[src/rtl/core/jsu_pkg.sv]
// Package for the JSON string unescape block.
// Holds byte codes, mode and result kind types, the hex digit decoder and the
// step result struct. No dependencies.
package jsu_pkg;

  // Byte codes that the escape decoder recognizes.
  localparam logic [7:0] CH_QUOTE  = 8'h22;
  localparam logic [7:0] CH_BSLASH = 8'h5C;
  localparam logic [7:0] CH_SLASH  = 8'h2F;
  localparam logic [7:0] CH_LOW_B  = 8'h62;
  localparam logic [7:0] CH_LOW_F  = 8'h66;
  localparam logic [7:0] CH_LOW_N  = 8'h6E;
  localparam logic [7:0] CH_LOW_R  = 8'h72;
  localparam logic [7:0] CH_LOW_T  = 8'h74;
  localparam logic [7:0] CH_LOW_U  = 8'h75;

  // Control letters produced by the short escapes.
  localparam logic [7:0] CTL_BS = 8'h08;
  localparam logic [7:0] CTL_FF = 8'h0C;
  localparam logic [7:0] CTL_LF = 8'h0A;
  localparam logic [7:0] CTL_CR = 8'h0D;
  localparam logic [7:0] CTL_HT = 8'h09;

  // Parser mode: plain, after a backslash, or inside a \u escape with
  // zero to three hex digits already collected.
  typedef enum logic [2:0] {
    MODE_PLAIN = 3'd0,
    MODE_ESC   = 3'd1,
    MODE_HEX0  = 3'd2,
    MODE_HEX1  = 3'd3,
    MODE_HEX2  = 3'd4,
    MODE_HEX3  = 3'd5
  } mode_e;

  // Result kind.
  typedef enum logic [1:0] {
    KIND_LETTER = 2'd0,
    KIND_HEX    = 2'd1,
    KIND_DONE   = 2'd2,
    KIND_ERROR  = 2'd3
  } kind_e;

  // Outcome of decoding one byte against the current state.
  typedef struct packed {
    logic         emit;
    kind_e        kind;
    logic [7:0]   letter;
    logic [15:0]  code_unit;
    mode_e        mode_next;
    logic [11:0]  accum_next;
  } step_t;

  // Hex digit value; bit 4 is set when the byte is not a hex digit.
  function automatic logic [4:0] hex_value(input logic [7:0] b);
    logic [4:0] v;
    v = 5'h10;
    if (b >= 8'h30 && b <= 8'h39) begin
      v = {1'b0, 4'(b - 8'h30)};
    end else if (b >= 8'h41 && b <= 8'h46) begin
      v = {1'b0, 4'(b - 8'h37)};
    end else if (b >= 8'h61 && b <= 8'h66) begin
      v = {1'b0, 4'(b - 8'h57)};
    end
    return v;
  endfunction

endpackage

[src/rtl/core/jsu_if.sv]
// Stream interfaces for the JSON string unescape block: the byte channel in
// and the result channel out. Depends on no package.
interface jsu_byte_if;
  logic       valid;
  logic       ready;
  logic [7:0] in_byte;

  modport source (output valid, output in_byte, input ready);
  modport sink   (input valid, input in_byte, output ready);
endinterface

interface jsu_result_if;
  logic        valid;
  logic        ready;
  logic [1:0]  kind;
  logic [7:0]  letter;
  logic [15:0] code_unit;

  modport source (output valid, output kind, output letter, output code_unit,
                  input ready);
  modport sink   (input valid, input kind, input letter, input code_unit,
                  output ready);
endinterface

[src/rtl/core/jsu_step.sv]
// Single-byte decode step of the JSON string unescape block.
// Pure combinational logic from the current mode, the hex accumulator and one
// byte to the result and next state. Depends on jsu_pkg.
module jsu_step (
  input  jsu_pkg::mode_e       mode_i,
  input  logic [11:0]          accum_i,
  input  logic [7:0]           byte_i,
  output jsu_pkg::step_t       step_o
);
  import jsu_pkg::*;

  logic [4:0] digit;
  logic       in_hex;

  assign digit  = hex_value(byte_i);
  assign in_hex = (mode_i == MODE_HEX0) || (mode_i == MODE_HEX1) ||
                  (mode_i == MODE_HEX2) || (mode_i == MODE_HEX3);

  // Decode the byte according to the parser mode.
  always_comb begin
    step_o            = '0;
    step_o.kind       = KIND_LETTER;
    step_o.mode_next  = MODE_PLAIN;
    step_o.accum_next = accum_i;

    if (mode_i == MODE_ESC) begin
      step_o.emit = 1'b1;
      case (byte_i) inside
        CH_QUOTE, CH_BSLASH, CH_SLASH: step_o.letter = byte_i;
        CH_LOW_B: step_o.letter = CTL_BS;
        CH_LOW_F: step_o.letter = CTL_FF;
        CH_LOW_N: step_o.letter = CTL_LF;
        CH_LOW_R: step_o.letter = CTL_CR;
        CH_LOW_T: step_o.letter = CTL_HT;
        CH_LOW_U: begin
          // Open a \u escape; nothing is reported yet.
          step_o.emit       = 1'b0;
          step_o.mode_next  = MODE_HEX0;
          step_o.accum_next = '0;
        end
        default: step_o.kind = KIND_ERROR;
      endcase
    end else if (in_hex) begin
      if (digit[4]) begin
        // Not a hex digit: report an error and drop the partial code unit.
        step_o.emit       = 1'b1;
        step_o.kind       = KIND_ERROR;
        step_o.accum_next = '0;
      end else if (mode_i == MODE_HEX3) begin
        step_o.emit       = 1'b1;
        step_o.kind       = KIND_HEX;
        step_o.code_unit  = {accum_i, digit[3:0]};
        step_o.accum_next = '0;
      end else begin
        step_o.accum_next = {accum_i[7:0], digit[3:0]};
        unique case (mode_i)
          MODE_HEX0: step_o.mode_next = MODE_HEX1;
          MODE_HEX1: step_o.mode_next = MODE_HEX2;
          default:   step_o.mode_next = MODE_HEX3;
        endcase
      end
    end else begin
      // Plain state; unused mode codes behave the same way.
      step_o.emit = 1'b1;
      case (byte_i)
        CH_QUOTE:  step_o.kind = KIND_DONE;
        CH_BSLASH: begin
          step_o.emit      = 1'b0;
          step_o.mode_next = MODE_ESC;
        end
        default:   step_o.letter = byte_i;
      endcase
    end
  end

endmodule

[src/rtl/core/json_string_unescape.sv]
// Top level of the JSON string unescape block.
// Depends on jsu_pkg, the stream interfaces in jsu_if and jsu_step.

// Takes one byte of a JSON string body per clock, starting after the opening
// quote, and gives at most one result per byte: a plain or escaped letter, a
// 16-bit code unit after the four hex digits of a \u escape, a done result for
// the closing quote, or an error for an unknown escape or a non-hex digit
// (after which the parser is back in the plain state). A byte passes an input
// register and a result register; the mode register is updated in the same
// cycle as the decode, so the block sustains one byte per clock as long as
// results are taken.
module json_string_unescape (
  input  logic               clk_i,
  input  logic               rst_ni,
  jsu_byte_if.sink           in_i,
  jsu_result_if.source       out_o
);
  import jsu_pkg::*;

  logic        in_vld_q;
  logic [7:0]  byte_q;
  mode_e       mode_q, mode_d;
  logic [11:0] accum_q, accum_d;
  logic        out_vld_q, out_vld_d;
  kind_e       kind_q;
  logic [7:0]  letter_q;
  logic [15:0] unit_q;
  step_t       step;
  logic        advance;
  logic        in_ready;

  // Decode of the registered byte.
  jsu_step u_step (
    .mode_i  (mode_q),
    .accum_i (accum_q),
    .byte_i  (byte_q),
    .step_o  (step)
  );

  // The held byte moves on once the result register is free or being emptied.
  assign advance  = in_vld_q && (!out_vld_q || out_o.ready);
  assign in_ready = !in_vld_q || advance;
  assign in_i.ready = in_ready;

  // Next state and result valid.
  always_comb begin
    mode_d    = mode_q;
    accum_d   = accum_q;
    out_vld_d = out_vld_q && !out_o.ready;
    if (advance) begin
      mode_d    = step.mode_next;
      accum_d   = step.accum_next;
      out_vld_d = step.emit;
    end
  end

  // Control state.
  always_ff @(posedge clk_i or negedge rst_ni) begin
    if (!rst_ni) begin
      in_vld_q  <= 1'b0;
      out_vld_q <= 1'b0;
      mode_q    <= MODE_PLAIN;
      accum_q   <= '0;
    end else begin
      if (in_ready) begin
        in_vld_q <= in_i.valid;
      end
      out_vld_q <= out_vld_d;
      mode_q    <= mode_d;
      accum_q   <= accum_d;
    end
  end

  // Payload registers.
  always_ff @(posedge clk_i) begin
    if (in_i.valid && in_ready) begin
      byte_q <= in_i.in_byte;
    end
    if (advance) begin
      kind_q   <= step.kind;
      letter_q <= step.letter;
      unit_q   <= step.code_unit;
    end
  end

  assign out_o.valid     = out_vld_q;
  assign out_o.kind      = kind_q;
  assign out_o.letter    = letter_q;
  assign out_o.code_unit = unit_q;

  // The accumulator is only nonzero while inside a \u escape.
  a_accum_clear: assert property (@(posedge clk_i) disable iff (!rst_ni)
    (mode_q == MODE_PLAIN || mode_q == MODE_ESC) |-> accum_q == '0)
    else $error("hex accumulator not clear outside a \\u escape");

  // A letter field is zero on every result that is not a letter.
  a_letter_zero: assert property (@(posedge clk_i) disable iff (!rst_ni)
    (out_vld_q && kind_q != KIND_LETTER) |-> letter_q == '0)
    else $error("letter set on a non-letter result");

  // A code unit field is zero on every result that is not a code unit.
  a_unit_zero: assert property (@(posedge clk_i) disable iff (!rst_ni)
    (out_vld_q && kind_q != KIND_HEX) |-> unit_q == '0)
    else $error("code unit set on a non-hex result");

  // A held byte that cannot move on keeps its value and the parser state.
  a_stall_hold: assert property (@(posedge clk_i) disable iff (!rst_ni)
    (in_vld_q && !advance) |=> ($stable(byte_q) && $stable(mode_q)))
    else $error("stalled byte or mode changed");

endmodule

[src/flat_wrapper.sv]
// flat-port wrapper written by rule: the top's interface ports become plain ports
module json_string_unescape_flat import jsu_pkg::*;
  (clk_i, rst_ni, in_i_valid, in_i_in_byte, in_i_ready, out_o_valid, out_o_kind, out_o_letter, out_o_code_unit, out_o_ready);
  jsu_byte_if in_i_i ();
  jsu_result_if out_o_i ();
  input  logic clk_i;
  input  logic rst_ni;
  input wire logic [$bits(in_i_i.valid)-1:0] in_i_valid;
  input wire logic [$bits(in_i_i.in_byte)-1:0] in_i_in_byte;
  output wire logic [$bits(in_i_i.ready)-1:0] in_i_ready;
  output wire logic [$bits(out_o_i.valid)-1:0] out_o_valid;
  output wire logic [$bits(out_o_i.kind)-1:0] out_o_kind;
  output wire logic [$bits(out_o_i.letter)-1:0] out_o_letter;
  output wire logic [$bits(out_o_i.code_unit)-1:0] out_o_code_unit;
  input wire logic [$bits(out_o_i.ready)-1:0] out_o_ready;
  assign in_i_i.valid = in_i_valid;
  assign in_i_i.in_byte = in_i_in_byte;
  assign in_i_ready = in_i_i.ready;
  assign out_o_valid = out_o_i.valid;
  assign out_o_kind = out_o_i.kind;
  assign out_o_letter = out_o_i.letter;
  assign out_o_code_unit = out_o_i.code_unit;
  assign out_o_i.ready = out_o_ready;
  json_string_unescape u_core (.clk_i(clk_i), .rst_ni(rst_ni), .in_i(in_i_i), .out_o(out_o_i));
endmodule
[config.mk]
export PLATFORM = sky130hd
export DESIGN_NAME = json_string_unescape_flat
export DESIGN_NICKNAME = d
export VERILOG_FILES = /design/src/rtl/core/jsu_pkg.sv /design/src/rtl/core/jsu_if.sv /design/src/rtl/core/jsu_step.sv /design/src/rtl/core/json_string_unescape.sv /design/src/flat_wrapper.sv
export SDC_FILE = /design/constraint.sdc
export NUM_CORES = 1
export LEC_CHECK = 0
export ABC_AREA = 1
export BUFFER_PORTS_ARGS = -buffer_cell sky130_fd_sc_hd__buf_4
export CORE_MARGIN = 2
export CORE_UTILIZATION = 57
export CTS_CLUSTER_SIZE = 8
export DETAILED_ROUTE_END_ITERATION = 8
export GPL_TIMING_DRIVEN = 0
export PLACE_DENSITY = 0.88
export SLEW_MARGIN = 20
export SYNTH_ARGS = -nofsm -noshare
export SYNTH_HDL_FRONTEND = slang
export SYNTH_HIERARCHICAL = 1
export SYNTH_SLANG_ARGS = --single-unit
[constraint.sdc]
create_clock -name clk_i -period 2.36 [get_ports clk_i]
set_input_delay 0.354 -clock clk_i [delete_from_list [all_inputs] [get_ports clk_i]]
set_output_delay 0.354 -clock clk_i [all_outputs]
set_load 0.05 [all_outputs]
# Word-level counts from Yosys, hierarchy flattened
# Cells that the tools add are included.
# W data, S select, Z words.
dict set report word_totals {
  ff_bits 51
  in_bits 12
  output_inout_bits 28
  word_cells 107
}
dict set report op_classes {
  add_sub_neg 3
  n_lt_le_gt_ge 6
  eq_ne 21
  n_mux 48
  n_bitwise 2
  reduce_logical 19
}
# op count
set ops {}
lappend ops {{$mux W15} 7}
lappend ops {{$eq A8 B7 Y1 const B} 7}
lappend ops {{$mux W8} 5}
lappend ops {{$mux W12} 3}
lappend ops {{$mux W3} 6}
lappend ops {{$eq A8 B6 Y1 const B} 2}
lappend ops {{$ge A8 B7 Y1 const B} 2}
lappend ops {{$le A8 B7 Y1 const B} 2}
lappend ops {{$mux W2} 8}
lappend ops {{$mux W5} 3}
lappend ops {{$mux W14} 1}
lappend ops {{$mux W4} 3}
lappend ops {{$ne A2 B2 Y1 const B} 6}
lappend ops {{$mux W11} 1}
lappend ops {{$mux W1} 10}
lappend ops {{$reduce_and A9 Y1} 1}
lappend ops {{$ge A8 B6 Y1 const B} 1}
lappend ops {{$le A8 B6 Y1 const B} 1}
lappend ops {{$sub A4 B3 Y4 const B} 2}
lappend ops {{$eq A3 B2 Y1 const B} 2}
lappend ops {{$eq A3 B3 Y1 const B} 2}
lappend ops {{$logic_and A1 B1 Y1} 6}
lappend ops {{$pmux W3 S2} 1}
lappend ops {{$logic_or A1 B1 Y1} 5}
lappend ops {{other kinds (9)} 12}

# Longest topological paths before layout
# Gate-level depths: netlist of the first run.
dict set report depth {
  depth_word 10
  ltp_mapped 14
}

# By module
# Netlist of the first run, hierarchy kept.
# mod n_inst cells_per_inst area_per_inst_um2
set modules_own_cells {}
lappend modules_own_cells {json_string_unescape 1 110 1721.7}
lappend modules_own_cells {jsu_step 1 220 1048.5}

# Least setup slack after synthesis of the first run
# Ideal clock, no wire load.
dict set report synth_path {
  path_kind {register to register}
  start {register u_core.out_vld_q, in the netlist u_core/out_o.valid}
  end {register u_core.unit_q[0], in the netlist u_core/out_o.code_unit[0] (enable)}
  arrival_ps 1517
  required_ps 1979
  setup_slack_ps 462
  stages_incl_launch_ff 5
  path_buffers 1
  path_cell_list {dfrtp_1 -> nand2_4 -> nand2_4 -> buf_6 -> inv_1}
}
dict set report synth_via {
  elab_chain_len 3
}
# item line
set synth_lines {}
lappend synth_lines {{from (decl)} json_string_unescape.sv:24} ;# logic out_vld_q, out_vld_d;
lappend synth_lines {{from (signal assigned)} json_string_unescape.sv:68} ;# out_vld_q <= out_vld_d;
lappend synth_lines {{$logic_not A1 Y1} json_string_unescape.sv:41} ;# assign advance = in_vld_q && (!out_vld_q || out_o.ready);
lappend synth_lines {{$logic_or A1 B1 Y1} json_string_unescape.sv:41}
lappend synth_lines {{$logic_and A1 B1 Y1} json_string_unescape.sv:41}
lappend synth_lines {{net u_core.advance} json_string_unescape.sv:29} ;# logic advance;
lappend synth_lines {{to (signal assigned)} json_string_unescape.sv:82} ;# unit_q <= step.code_unit;
lappend synth_lines {{to (decl)} json_string_unescape.sv:27} ;# logic [15:0] unit_q;
# The timed path passes the listed nets, and every way through them passes these cells.
# A chain may end at the register's enable or synchronous reset.

==> results of run 1 <==
-- what timing repair did --
item,in CTS,in global routing
buffers inserted,0,0
hold buffers,1,0
endpoints found under the setup margin,0,0
endpoints found under the hold margin,17,0
-- cells in the final DEF (no fill, tap or decap), drive strengths merged --
cell type and instances:
edfxtp 34, nand3 54, clkbuf 6, nor2 34, bufinv 1, o21ai 7
xnor2 1, nand2 117, a21oi 5, nand4 4, dlygate4sd3 1, a31oi 1
buf 48, a21boi 1, nor3 8, ha 4, dfrtp 17, clkinv 3
o31ai 1, inv 31
-- through the flow --
stage	cells	hold slack, ps	setup WS, ps	cell area (um^2)
floorplan	330	58.4	462	2770
detailed placement	423	228	310	3130
finish	432	224	245	3250
global placement	423	227	346	3130
global route	432	218	62.3	3250
CTS	432	221	282	3250
-- kinds of logic after synthesis --
kind of cell    Yosys count
fa+ha+maj                 4
compound gates           15
xor+xnor                  1
buf+inv                  42
simple gates            217
flops                    51
-- sequential cells by signal (all words and copies together) (netlist names) --
signal,count
u_core/out_o.code_unit,16
u_core/accum_q,12
u_core/byte_q,8
u_core/out_o.letter,8
u_core/mode_q,3
u_core/out_o.kind,2
u_core/in_vld_q,1
u_core/out_o.valid,1
-- per-layer routing --
layer / track usage, % / part of all wire, %
met5: 0 / 0
met4: 8.69 / 1.8
met1: 31.8 / 42
met3: 3.43 / 7.7
met2: 39.0 / 49
-- Yosys cell counts, drive strengths merged --
master / number / area, um^2
xnor2: 1 / 27.5
buf: 9 / 63.8
dfrtp: 17 / 425
clkbuf: 1 / 3.75
a31oi: 1 / 6.26
nor3: 8 / 60.1
nand2: 117 / 464
nor2: 34 / 135
ha: 4 / 50.1
a21oi: 5 / 25.0
nand3: 54 / 288
edfxtp: 34 / 1020
inv: 31 / 116
clkinv: 1 / 5.00
nand4: 4 / 25.0
a21boi: 1 / 7.51
o21ai: 7 / 38.8
o31ai: 1 / 7.51
-- worst max-delay path: stages (launching register included) --
cell,delay (ps)
sky130_fd_sc_hd__edfxtp_1,520
sky130_fd_sc_hd__inv_1,160
sky130_fd_sc_hd__ha_1,260
sky130_fd_sc_hd__inv_1,80
sky130_fd_sc_hd__nand2_1,60
sky130_fd_sc_hd__nand2_1,50
sky130_fd_sc_hd__nand2_1,90
sky130_fd_sc_hd__nand2_2,110
sky130_fd_sc_hd__nand2_4,130
sky130_fd_sc_hd__nand3_4,110
sky130_fd_sc_hd__inv_2,160
sky130_fd_sc_hd__nand2_1,70
sky130_fd_sc_hd__nand3_1,80
sky130_fd_sc_hd__nand3_1,90
sky130_fd_sc_hd__nand2_1,80
-- final timing paths --
| kind | start | endpoint | slack, ps | cells past startpoint |
|---|---|---|---|---|
| worst max register to register | u_core/byte_q[0] | u_core/accum_q[2] | 240 | 14 |
| worst max-delay path | u_core/byte_q[0] | u_core/accum_q[2] | 240 | 14 |
| max in group asynchronous | rst_ni | u_core/mode_q[1] | 1730 | 2 |
| worst min-delay path | in_i_in_byte[3] | u_core/byte_q[3] | 220 | 1 |
| worst min register to register | u_core/accum_q[1] | u_core/accum_q[1] | 510 | 2 |
| min in group asynchronous | rst_ni | u_core/accum_q[0] | 450 | 2 |
-- layout make-up --
class,instances,area (um^2),area share [%]
flip-flops and latches,51,1450,44.5
inverters,32,121,3.73
clock buffers,5,68.8,2.12
plain buffers,10,67.6,2.08
repair buffers,40,303,9.31
well taps,54,67.6,2.08
clock inverters,3,43.8,1.35
multi-input cells,237,1130,34.9
-- power by group --
group          internal, mW  switching [mW]  total, mW
Sequential             1.04          0.0392       1.08
Combinational         0.129           0.326      0.455
Clock                 0.316           0.282      0.598
Total                  1.48           0.647       2.13
==> summary.md, run 1 <==
| Metric | Value |
|---|---|
| Synth-to-Final Area Change | `17.4%` |
| Total power density per cell area | `~650 nW/um^2` |
| Total routing resource utilization after global routing | `23.7%` |
| Worst-case clock skew | `6.79 ps` |
| Total of buffers placed on input and output ports | `39` |
| Unique masters post-synth | `28` |
| Post-synthesis share of cell area spent on and, or, nand and nor gates | `35.1%` |
| Final total negative setup slack | `0 ps` |
| Arrival time of data at the critical path endpoint | `2360 ps` |
| Crit-path max FO | `8` |
| Wire length of the first global-routing pass | `9790 um` |
| CP Launch Type | `register` |
| H-tree level count | `2` |
| Clock tree root buffer cell | `sky130_fd_sc_hd__clkbuf_8` |
| Number of buffers on the longest clock path | `2` |
| Total core area | `approximately 4700 um^2` |
| WS Path Type | `reg -> reg` |
| Power Total | `2.13 mW` |
| CP required | `2600 ps` |
| First drt pass iteration count | `5` |
| Hold Fails Final Rpt | `0` |
| Clock-pin slew of the registers on the worst-case setup and hold paths | `90 ps` |
| Clock period minus final worst setup slack | `around 2100 ps` |
| CTS buffer count | `5` |
| Number of design-rule violations left by the first detailed-router iteration | `238` |
| Routability congestion estimate from global placement | `0.936` |
| Final Setup Violations | `0` |
| Static power due to leakage | `1.54 nW` |
| Average size of a mapped cell | `8.39 um^2` |
| Compound-cell area share of the yosys netlist | `3.07%` |
| Net count of the mapped netlist | `~350` |
| Post-DRT Antenna Nets | `0` |
| Total global routing overflow | `0` |
| Number of core rows | `25` |
| Pin count of the biggest net entering global routing | `27` |
| Antenna violations before repair | `0` |
| Total standard cell area after synthesis | `2770 um^2` |
| Die outline area | `approximately 5400 um^2` |
| Nature of the critical path endpoint | `register` |
| Layout cell share with drive strength beyond 1 | `20.1%` |
| Routed via count divided by cell count | `5.64` |
| Period Utilization, post-route | `approximately 90%` |
| Fraction of the core area covered by cells at the end of the flow | `69.3%` |
| Clock tree from TritonCTS | `built` |
| Largest voltage drop on the vdd net | `375 uV` |
| Sequential fraction of the synthesis area | `52.2%` |
| Largest family of logic cells by synthesized area | `simple AND/OR/NAND/NOR gates` |
| Remaining DRCs | `0` |
| Final antenna diode count | `0` |
| RSZ-0062 raised after global routing | `false` |
| Clk Latency, worst-skew pair | `300 ps` |
| Max-Slew Margin vs Limit | `around 40%` |
| # resized after CTS | `0` |
| Number of sinks driven by the clock tree | `51` |
| Transition time at the pin with the least slew margin | `900 ps` |
| Hold WC Path Type | `in -> reg` |
| Flip-flop and latch count after synthesis | `51` |
| Height of the die | `73.7 um` |
| Overall routed net length | `between 5000 and 6000 um` |
| Detail-routed net length per standard cell | `13.8 um` |
| Final net count | `393` |
| F_max | `~470 MHz` |
| Count of boundary I/O pins | `40` |
| Effective utilization at floorplan | `59.0%` |
| Total of fill cells in the finished design | `approximately 380` |
| Status | `completed` |
| Die outline width | `73.7 um` |
| Hpwl dp | `4450 um` |
| Xor and xnor area share after synthesis | `0.994%` |
| Mux cell area share after synthesis | `0%` |
| Detailed-route via count | `2436` |
| Instance count of the mapped netlist | `330` |
| Number of max-capacitance violations reported | `0` |
| Area share of fa/ha/maj cells after synthesis | `roughly 1.8%` |
| Final slew viol count | `0` |
| Number of warning messages in the yosys log | `6` |
| Vias in the first global route | `2192` |
Note: power is estimated with default switching activity, not from simulation.
==> inputs of run 2 (changes only) <==
Settings changed: ABC_AREA 1 to unset, CORE_UTILIZATION 57 to 56, PLACE_DENSITY 0.88 to 0.87.
==> run 2 against run 1 <==
Compared with the run above: wire length is 2.4% lower; global-route usage shrank 3.3 points; sequential power fell by 6%; largest cell class unchanged; largest power group unchanged; worst hold slack got worse by 3.3 ps; critical path depth shrank 7.
==> summary.md, run 2 <==
| Metric | Value |
|---|---|
| Status | `completed` |
| Clock period minus final worst setup slack | `2320 ps (+202 ps)` |
| Most area-hungry cell type in the Yosys netlist | `sky130_fd_sc_hd__edfxtp_1` |
| Cells on worst reg2reg path | `7 (-7)` |
| WS Path Type | `reg -> reg` |
| Hpwl dp | `3250 um (-27%)` |
| Logic pwr share | `16.6% (-4.8 points)` |
| Total of fill cells in the finished design | `270 (-30%)` |
| Final antenna diode count | `0 (unchanged)` |
| Hold WC Path Type | `in -> reg` |
| Die outline area | `5270 um^2 (-3.1%)` |
| Synth top cells by count | `34 x sky130_fd_sc_hd__edfxtp_1, 17 x sky130_fd_sc_hd__and2_1, 17 x sky130_fd_sc_hd__dfrtp_1` |
| Total core area | `4440 um^2 (-5.3%)` |
| Clock tree from TritonCTS | `built` |
| Number of max-capacitance violations reported | `0 (unchanged)` |
| Top FF cell, synth | `sky130_fd_sc_hd__edfxtp_1` |
| Total standard cell area after synthesis | `2630 um^2 (-5.0%)` |
| Cell area after layout | `3300 um^2 (+1.5%)` |
| Pin count of the biggest net entering global routing | `27 (unchanged)` |
| Post-DRT Antenna Nets | `0 (unchanged)` |
| Dominant cells by area after synthesis | `sky130_fd_sc_hd__edfxtp_1 39%, sky130_fd_sc_hd__dfrtp_1 16%, sky130_fd_sc_hd__mux2_4 5.7%, sky130_fd_sc_hd__and2_1 4.0%, sky130_fd_sc_hd__mux2_2 3.0%` |
| CTS buffer count | `5 (unchanged)` |
| Static power due to leakage | `1.38 nW (-11%)` |
| Period Utilization, post-route | `98.2% (+8.5 points)` |
| Die outline width | `72.6 um (-1.6%)` |
| CP Launch Type | `register` |
| F_max | `432 MHz (-8.7%)` |
| Switching Fraction | `26.1% (-4.3 points)` |
| First drt pass iteration count | `4 (-1)` |
| Detail-routed net length per standard cell | `18.2 um (+32%)` |
| Internal power | `1.54 mW (+4.3%)` |
| Instance count of the mapped netlist | `206 (-38%)` |
| Antenna violations before repair | `0 (unchanged)` |
| Clock network fraction of design power | `34.4% (+6.3 points)` |
| Fraction of post-synthesis cell area in the top cell type by area | `38.8% (+1.9 points)` |
| Total power density per cell area | `633 nW/um^2 (-3.2%)` |
| Total of buffers placed on input and output ports | `39 (unchanged)` |
| Transition time at the pin with the least slew margin | `1020 ps (+124 ps)` |
| Crit-path max FO | `4 (-4)` |
| Total global routing overflow | `0 (unchanged)` |
| Layout cell share with drive strength beyond 1 | `39.6% (+19 points)` |
| Sequential fraction of the synthesis area | `54.9% (+2.7 points)` |
| Net switching power | `546 uW (-16%)` |
| Detailed-route via count | `1917 (-21%)` |
| Effective utilization at floorplan | `59.2% (+0.19 points)` |
| Clk Latency, worst-skew pair | `310 ps (about the same)` |
| Nature of the critical path endpoint | `register` |
| Routability congestion estimate from global placement | `0.948 (+1.2%)` |
| Overall routed net length | `5840 um (-2.4%)` |
| Flop pwr share | `49.0% (-1.5 points)` |
| Final Setup Violations | `0 (unchanged)` |
| Vias in the first global route | `1686 (-23%)` |
| Remaining DRCs | `0 (unchanged)` |
| Routed via count divided by cell count | `5.99 (+6.2%)` |
| Count of boundary I/O pins | `40 (unchanged)` |
| Post-synth EDFFs | `34 (unchanged)` |
| Worst-case clock skew | `9.28 ps (+2.49 ps)` |
| Number of buffers on the longest clock path | `2 (unchanged)` |
| Number of design-rule violations left by the first detailed-router iteration | `238 (unchanged)` |
| Arrival time of data at the critical path endpoint | `2380 ps (+20 ps)` |
| Flip-flop and latch count after synthesis | `51 (unchanged)` |
| Number of core rows | `24 (-4.0%)` |
| CP required | `2430 ps (-170 ps)` |
| Unique masters post-synth | `51 (+82%)` |
| Number of sinks driven by the clock tree | `51 (unchanged)` |
| Fraction of the core area covered by cells at the end of the flow | `74.3% (+5.0 points)` |
| Clock-pin slew of the registers on the worst-case setup and hold paths | `90 ps (about the same)` |
| Final slew viol count | `0 (unchanged)` |
| Largest voltage drop on the vdd net | `461 uV (+23%)` |
| Clock tree root buffer cell | `sky130_fd_sc_hd__clkbuf_8` |
| Wire length of the first global-routing pass | `8090 um (-17%)` |
| Leading cell type by number of instances after synthesis | `sky130_fd_sc_hd__edfxtp_1` |
| H-tree level count | `2 (unchanged)` |
| Total routing resource utilization after global routing | `20.3% (-3.3 points)` |
| Largest register FFs | `16 (unchanged)` |
| Max-Slew Margin vs Limit | `31.7% (-8.3 points)` |
| Hold Fails Final Rpt | `0 (unchanged)` |
| Async SR Flop Fraction | `33.3% (unchanged)` |
| Leading cell types in the layout, fill and taps excluded | `53 x sky130_fd_sc_hd__buf_4, 34 x sky130_fd_sc_hd__edfxtp_1, 17 x sky130_fd_sc_hd__and2_1, 17 x sky130_fd_sc_hd__dfrtp_1, 13 x sky130_fd_sc_hd__nor2_1` |
| Final net count | `283 (-28%)` |
| Number of warning messages in the yosys log | `6 (unchanged)` |
| Net count of the mapped netlist | `222 (-36%)` |
| Worst Hold Path Cells | `1 (unchanged)` |
| Leading cell type in the layout, fill and taps excluded | `sky130_fd_sc_hd__buf_4` |
| Height of the die | `72.6 um (-1.6%)` |
| Placed cell area | `2990 um^2 (-4.5%)` |
| Average size of a mapped cell | `12.8 um^2 (+52%)` |
| Synth-to-Final Area Change | `25.5%` |
-- run 2: cell count changes after synthesis, moves of 4 or more --
cell,previous run,this run
sky130_fd_sc_hd__and2_1,0,17
sky130_fd_sc_hd__mux2_4,0,10
sky130_fd_sc_hd__inv_2,6,0
sky130_fd_sc_hd__a22o_1,0,8
sky130_fd_sc_hd__inv_1,25,5
sky130_fd_sc_hd__nor2_1,33,13
sky130_fd_sc_hd__buf_4,5,1
sky130_fd_sc_hd__nor3_2,4,0
sky130_fd_sc_hd__mux2_2,0,7
sky130_fd_sc_hd__o2bb2ai_1,0,4
sky130_fd_sc_hd__nand2b_1,0,8
sky130_fd_sc_hd__nor2b_1,0,5
sky130_fd_sc_hd__nand3_1,52,4
sky130_fd_sc_hd__nand2_1,113,11
-- run 2: repair_timing --
item | 4_1_cts | 5_1_grt
hold endpoints to repair | 17 | 0
gates resized for setup | 3 | 11
buffers inserted | 6 | 7
hold buffers | 1 | 0
setup endpoints to repair | 33 | 29
pin swaps | 1 | 3
gates cloned | 0 | 1
-- run 2: kinds of logic (layout without fill, tap and decap cells) --
| family | Yosys count | after routing | share of synthesized area [%] |
|---|---|---|---|
| and+or+nand+nor | 80 | 80 | 18.2 |
| DFF | 51 | 51 | 54.9 |
| AOI/OAI and AO/OA | 35 | 35 | 10.9 |
| muxes | 20 | 20 | 9.84 |
| buffers and inverters | 14 | 76 | 3.52 |
| adders and majority gates | 4 | 4 | 1.90 |
| xor gates and xnor gates | 2 | 2 | 0.666 |
-- run 2: layout make-up --
| class | count | area, um^2 | share of cell area (%) |
|---|---|---|---|
| Buffer | 9 | 77.6 | 2.35 |
| Inverter | 5 | 18.8 | 0.568 |
| Clock buffer | 5 | 68.8 | 2.08 |
| Multi-Input combinational cell | 141 | 1150 | 34.9 |
| Tap cell | 52 | 65.1 | 1.97 |
| Clock inverter | 3 | 66.3 | 2.01 |
| Timing Repair Buffer | 54 | 408 | 12.3 |
| Sequential cell | 51 | 1450 | 43.8 |
-- run 2: through the flow --
stage / setup TNS (ps) / instances / hold slack (ps) / setup WS (ps) / total power [mW]
2_1_floorplan: 0 / 206 / 58.4 / 113 / 1.26
3_3_place_gp: -1690 / 297 / 230 / -147 / 1.35
3_5_place_dp: -2950 / 297 / 231 / -198 / 1.36
4_1_cts: 0 / 312 / 220 / 1.64 / 2.06
5_1_grt: -16.0 / 320 / 211 / -15.7 / 2.14
6_report: 0 / 320 / 221 / 43.1 / 2.09
-- run 2: worst paths after layout --
path	start	end	slack, ps
min in group asynchronous	rst_ni	u_core/accum_q[10]	440
min	in_i_in_byte[7]	u_core/byte_q[7]	220
max in group asynchronous	rst_ni	u_core/accum_q[5]	1720
max	u_core/byte_q[0]	u_core/out_o.letter[7]	40
max reg2reg	u_core/byte_q[0]	u_core/out_o.letter[7]	40
min reg2reg	u_core/mode_q[0]	u_core/mode_q[0]	530
-- run 2: power groups by stage --
| stage | Clock (mW) | Sequential (mW) | Combinational [mW] |
|---|---|---|---|
| after floorplan | 0 | 1.16 | 0.106 |
| final | 0.720 | 1.02 | 0.346 |
| after CTS | 0.713 | 1.02 | 0.326 |
| after global routing | 0.756 | 1.03 | 0.360 |
| after global placement | 0 | 1.04 | 0.306 |
| after detailed placement | 0 | 1.05 | 0.312 |
-- run 2: worst max-delay path: stages (launching register included) --
cell,delay (ps)
sky130_fd_sc_hd__edfxtp_1,450
sky130_fd_sc_hd__inv_2,170
sky130_fd_sc_hd__ha_4,170
sky130_fd_sc_hd__or3b_1,360
sky130_fd_sc_hd__or3_1,380
sky130_fd_sc_hd__a41oi_4,280
sky130_fd_sc_hd__nor2_1,100
sky130_fd_sc_hd__and2_1,190
-- run 2: per-layer routing --
| layer | part of all wire [%] | wire [um] | GRT usage, % |
|---|---|---|---|
| met4 | 1.9 | 112 | 7.20 |
| met1 | 42 | 2430 | 26.2 |
| met2 | 50 | 2910 | 34.7 |
| met3 | 6.6 | 385 | 3.47 |
| met5 | 0 | 0 | 0 |
==> inputs of run 3 (changes only) <==
Settings changed: CORE_MARGIN 2 to 1.
Clock period 2.36 ns to 2.55 ns, I/O delays scaled along.
==> run 3 against run 2 <==
Compared with the run above: the run now ends with design-rule violations left; largest cell class unchanged; largest power group unchanged; maximum frequency is 6.0% lower; clock skew shrank 1.6 ps; worst hold slack better by 28 ps; via count is 6.3% lower; wire length is 12% lower; critical path depth is 2 higher; worst setup slack improved by 42 ps; sequential share of layout area rose by 2.1 points; sequential power decreased by 7%; core utilization is 3.5 points lower; cell count down 2.8%; non-clock buffer count decreased by 9.
==> summary.md, run 3 (same netlist as run 2, synthesis figures left out) <==
| Metric | Value |
|---|---|
| Status | `finished, violations left` |
| Violations in the final reports | `design-rule violations` |
| Internal power | `1.23 mW (-21%)` |
| Detailed-route via count | `1796 (-6.3%)` |
| Remaining DRCs | `10 (+10)` |
| Arrival time of data at the critical path endpoint | `2720 ps (+340 ps)` |
| Count of boundary I/O pins | `40 (unchanged)` |
| Switching Fraction | `29.1% (+3.0 points)` |
| Final antenna diode count | `0 (unchanged)` |
| Detail-routed net length per standard cell | `16.6 um (-9.1%)` |
| Placed cell area | `2990 um^2 (unchanged)` |
| Total power density per cell area | `549 nW/um^2 (-13%)` |
| Die outline area | `4980 um^2 (-5.4%)` |
| WS Path Type | `reg -> reg` |
| Total global routing overflow | `0 (unchanged)` |
| Critical R2R Launch | `u_core/byte_q[1]` |
| Number of max-capacitance violations reported | `0 (unchanged)` |
| Overall routed net length | `5160 um (-12%)` |
| Period Utilization, post-route | `96.6% (-1.5 points)` |
| CTS buffer count | `5 (unchanged)` |
| Final total negative setup slack | `0 ps (unchanged)` |
| Static power due to leakage | `1.31 nW (-4.6%)` |
| CP Launch Type | `register` |
| Number of sinks driven by the clock tree | `51 (unchanged)` |
| H-tree level count | `2 (unchanged)` |
| Clock period minus final worst setup slack | `2460 ps (+148 ps)` |
| Final slew viol count | `0 (unchanged)` |
| Hpwl dp | `3540 um (+8.8%)` |
| Total routing resource utilization after global routing | `21.0% (+0.70 points)` |
| Final net count | `274 (-3.2%)` |
| Synth-to-Final Area Change | `19.6%` |
| Routability congestion estimate from global placement | `0.867 (-8.5%)` |
| Antenna violations before repair | `0 (unchanged)` |
| Wire length of the first global-routing pass | `7990 um (-1.2%)` |
| Final critical-path setup slack | `85.5 ps (+42.4 ps)` |
| Largest register FFs | `16 (unchanged)` |
| Pin count of the biggest net entering global routing | `27 (unchanged)` |
| Clock-pin slew of the registers on the worst-case setup and hold paths | `100 ps (about the same)` |
| Largest voltage drop on the vdd net | `337 uV (-27%)` |
| Height of the die | `70.6 um (-2.8%)` |
| Crit-path max FO | `10 (+6)` |
| Total of buffers placed on input and output ports | `39 (unchanged)` |
| Logic pwr share | `17.3% (+0.7 points)` |
| Worst Hold Margin | `249 ps (+27.7 ps)` |
| Leading cell type in the layout, fill and taps excluded | `sky130_fd_sc_hd__buf_4` |
| Nature of the critical path endpoint | `register` |
| Post-DRT Antenna Nets | `0 (unchanged)` |
| Leading cell types in the layout, fill and taps excluded | `45 x sky130_fd_sc_hd__buf_4, 34 x sky130_fd_sc_hd__edfxtp_1, 17 x sky130_fd_sc_hd__and2_1, 17 x sky130_fd_sc_hd__dfrtp_1, 13 x sky130_fd_sc_hd__nor2_1` |
| Hold Fails Final Rpt | `0 (unchanged)` |
| Worst setup timing slack at the placement stage | `-9.74 ps (+189 ps)` |
| CP required | `2800 ps (+370 ps)` |
| Effective utilization at floorplan | `59.2% (unchanged)` |
| Number of design-rule violations left by the first detailed-router iteration | `171 (-28%)` |
| Routed via count divided by cell count | `5.77 (-3.6%)` |
| Net switching power | `504 uW (-7.8%)` |
| Total core area | `4440 um^2 (unchanged)` |
| Vias in the first global route | `1672 (-0.83%)` |
| Max-Slew Margin vs Limit | `32.7% (+1.0 points)` |
| Layout cell share with drive strength beyond 1 | `35.1% (-4.4 points)` |
| First drt pass iteration count | `9 (+5)` |
| Number of buffers on the longest clock path | `2 (unchanged)` |
| Flop pwr share | `55.0% (+6.0 points)` |
| Power Total | `1.73 mW (-17%)` |
| Clock tree root buffer cell | `sky130_fd_sc_hd__clkbuf_8` |
| Launch point of the critical path | `u_core/byte_q[1]` |
| Clock network fraction of design power | `27.7% (-6.7 points)` |
| Clock tree from TritonCTS | `built` |
| Hold WC Path Type | `in -> reg` |
| Die outline width | `70.6 um (-2.8%)` |
| Worst-case clock skew | `7.68 ps (-1.60 ps)` |
| Clk Latency, worst-skew pair | `310 ps (about the same)` |
| F_max | `406 MHz (-6.0%)` |
| Final Setup Violations | `0 (unchanged)` |
| Beginning of the worst hold path | `in_i_in_byte[0]` |
| Number of core rows | `24 (unchanged)` |
| Cell area after layout | `3150 um^2 (-4.7%)` |
| Transition time at the pin with the least slew margin | `1010 ps (-15.5 ps)` |
==> run 3: per-stage QoR <==
step | utilization, % | std cells
final | 70.9 | 311
after global routing | 70.9 | 311
after CTS | 69.8 | 306
after detailed placement | 67.3 | 297
after global placement | 67.3 | 297
after floorplan | - | 206
==> run 3: timing repair <==
| item | 4_1_cts | 5_1_grt |
|---|---|---|
| setup endpoints to repair | 3 | 18 |
| buffers inserted | 0 | 5 |
| pin swaps | 0 | 1 |
| hold endpoints to repair | 17 | 0 |
| resized for setup | 1 | 4 |
| hold buffers | 1 | 0 |
==> run 3: power by group through the flow <==
| stage | clock, mW | sequential [mW] | combinational [mW] |
|---|---|---|---|
| CTS | 0.488 | 0.951 | 0.293 |
| floorplan | 0 | 1.07 | 0.0985 |
| global route | 0.520 | 0.955 | 0.312 |
| detailed placement | 0 | 0.969 | 0.290 |
| finish | 0.480 | 0.951 | 0.299 |
| global placement | 0 | 0.966 | 0.284 |
==> run 3: path summary, 6_finish.rpt <==
check	to	cells past startpoint	slack, ps
max	u_core/accum_q[9]	9	90
min	u_core/byte_q[0]	1	250
max reg2reg	u_core/accum_q[9]	9	90
min reg2reg	u_core/mode_q[0]	1	530
max in group asynchronous	u_core/accum_q[2]	2	1880
min in group asynchronous	u_core/accum_q[3]	2	470
==> run 3: layout make-up <==
type	instances	area, um^2
Buffer	9	73.8
Clock buffer	5	68.8
Clock inverter	3	23.8
Fill cell	325	1290
Inverter	5	18.8
Multi-Input combinational cell	141	1110
Sequential cell	51	1450
Tap cell	52	65.1
Timing Repair Buffer	45	340
==> run 3: layer usage <==
layer  vias to the layer above  GRT usage, %  share of wire (%)
met5                         -             0                  0
met4                         0          7.11                1.3
met3                         8          3.85                4.0
met2                        58          35.7                 51
met1                       875          27.6                 44
li1                        855             -                  -
==> run 3: critical path, stage by stage, from the launching register on <==
cell,delay [ps]
sky130_fd_sc_hd__edfxtp_1,530
sky130_fd_sc_hd__inv_1,130
sky130_fd_sc_hd__ha_2,230
sky130_fd_sc_hd__nand3_2,100
sky130_fd_sc_hd__or4_4,480
sky130_fd_sc_hd__and3_4,230
sky130_fd_sc_hd__a31oi_4,210
sky130_fd_sc_hd__buf_4,210
sky130_fd_sc_hd__a22o_1,150
sky130_fd_sc_hd__mux2_4,150
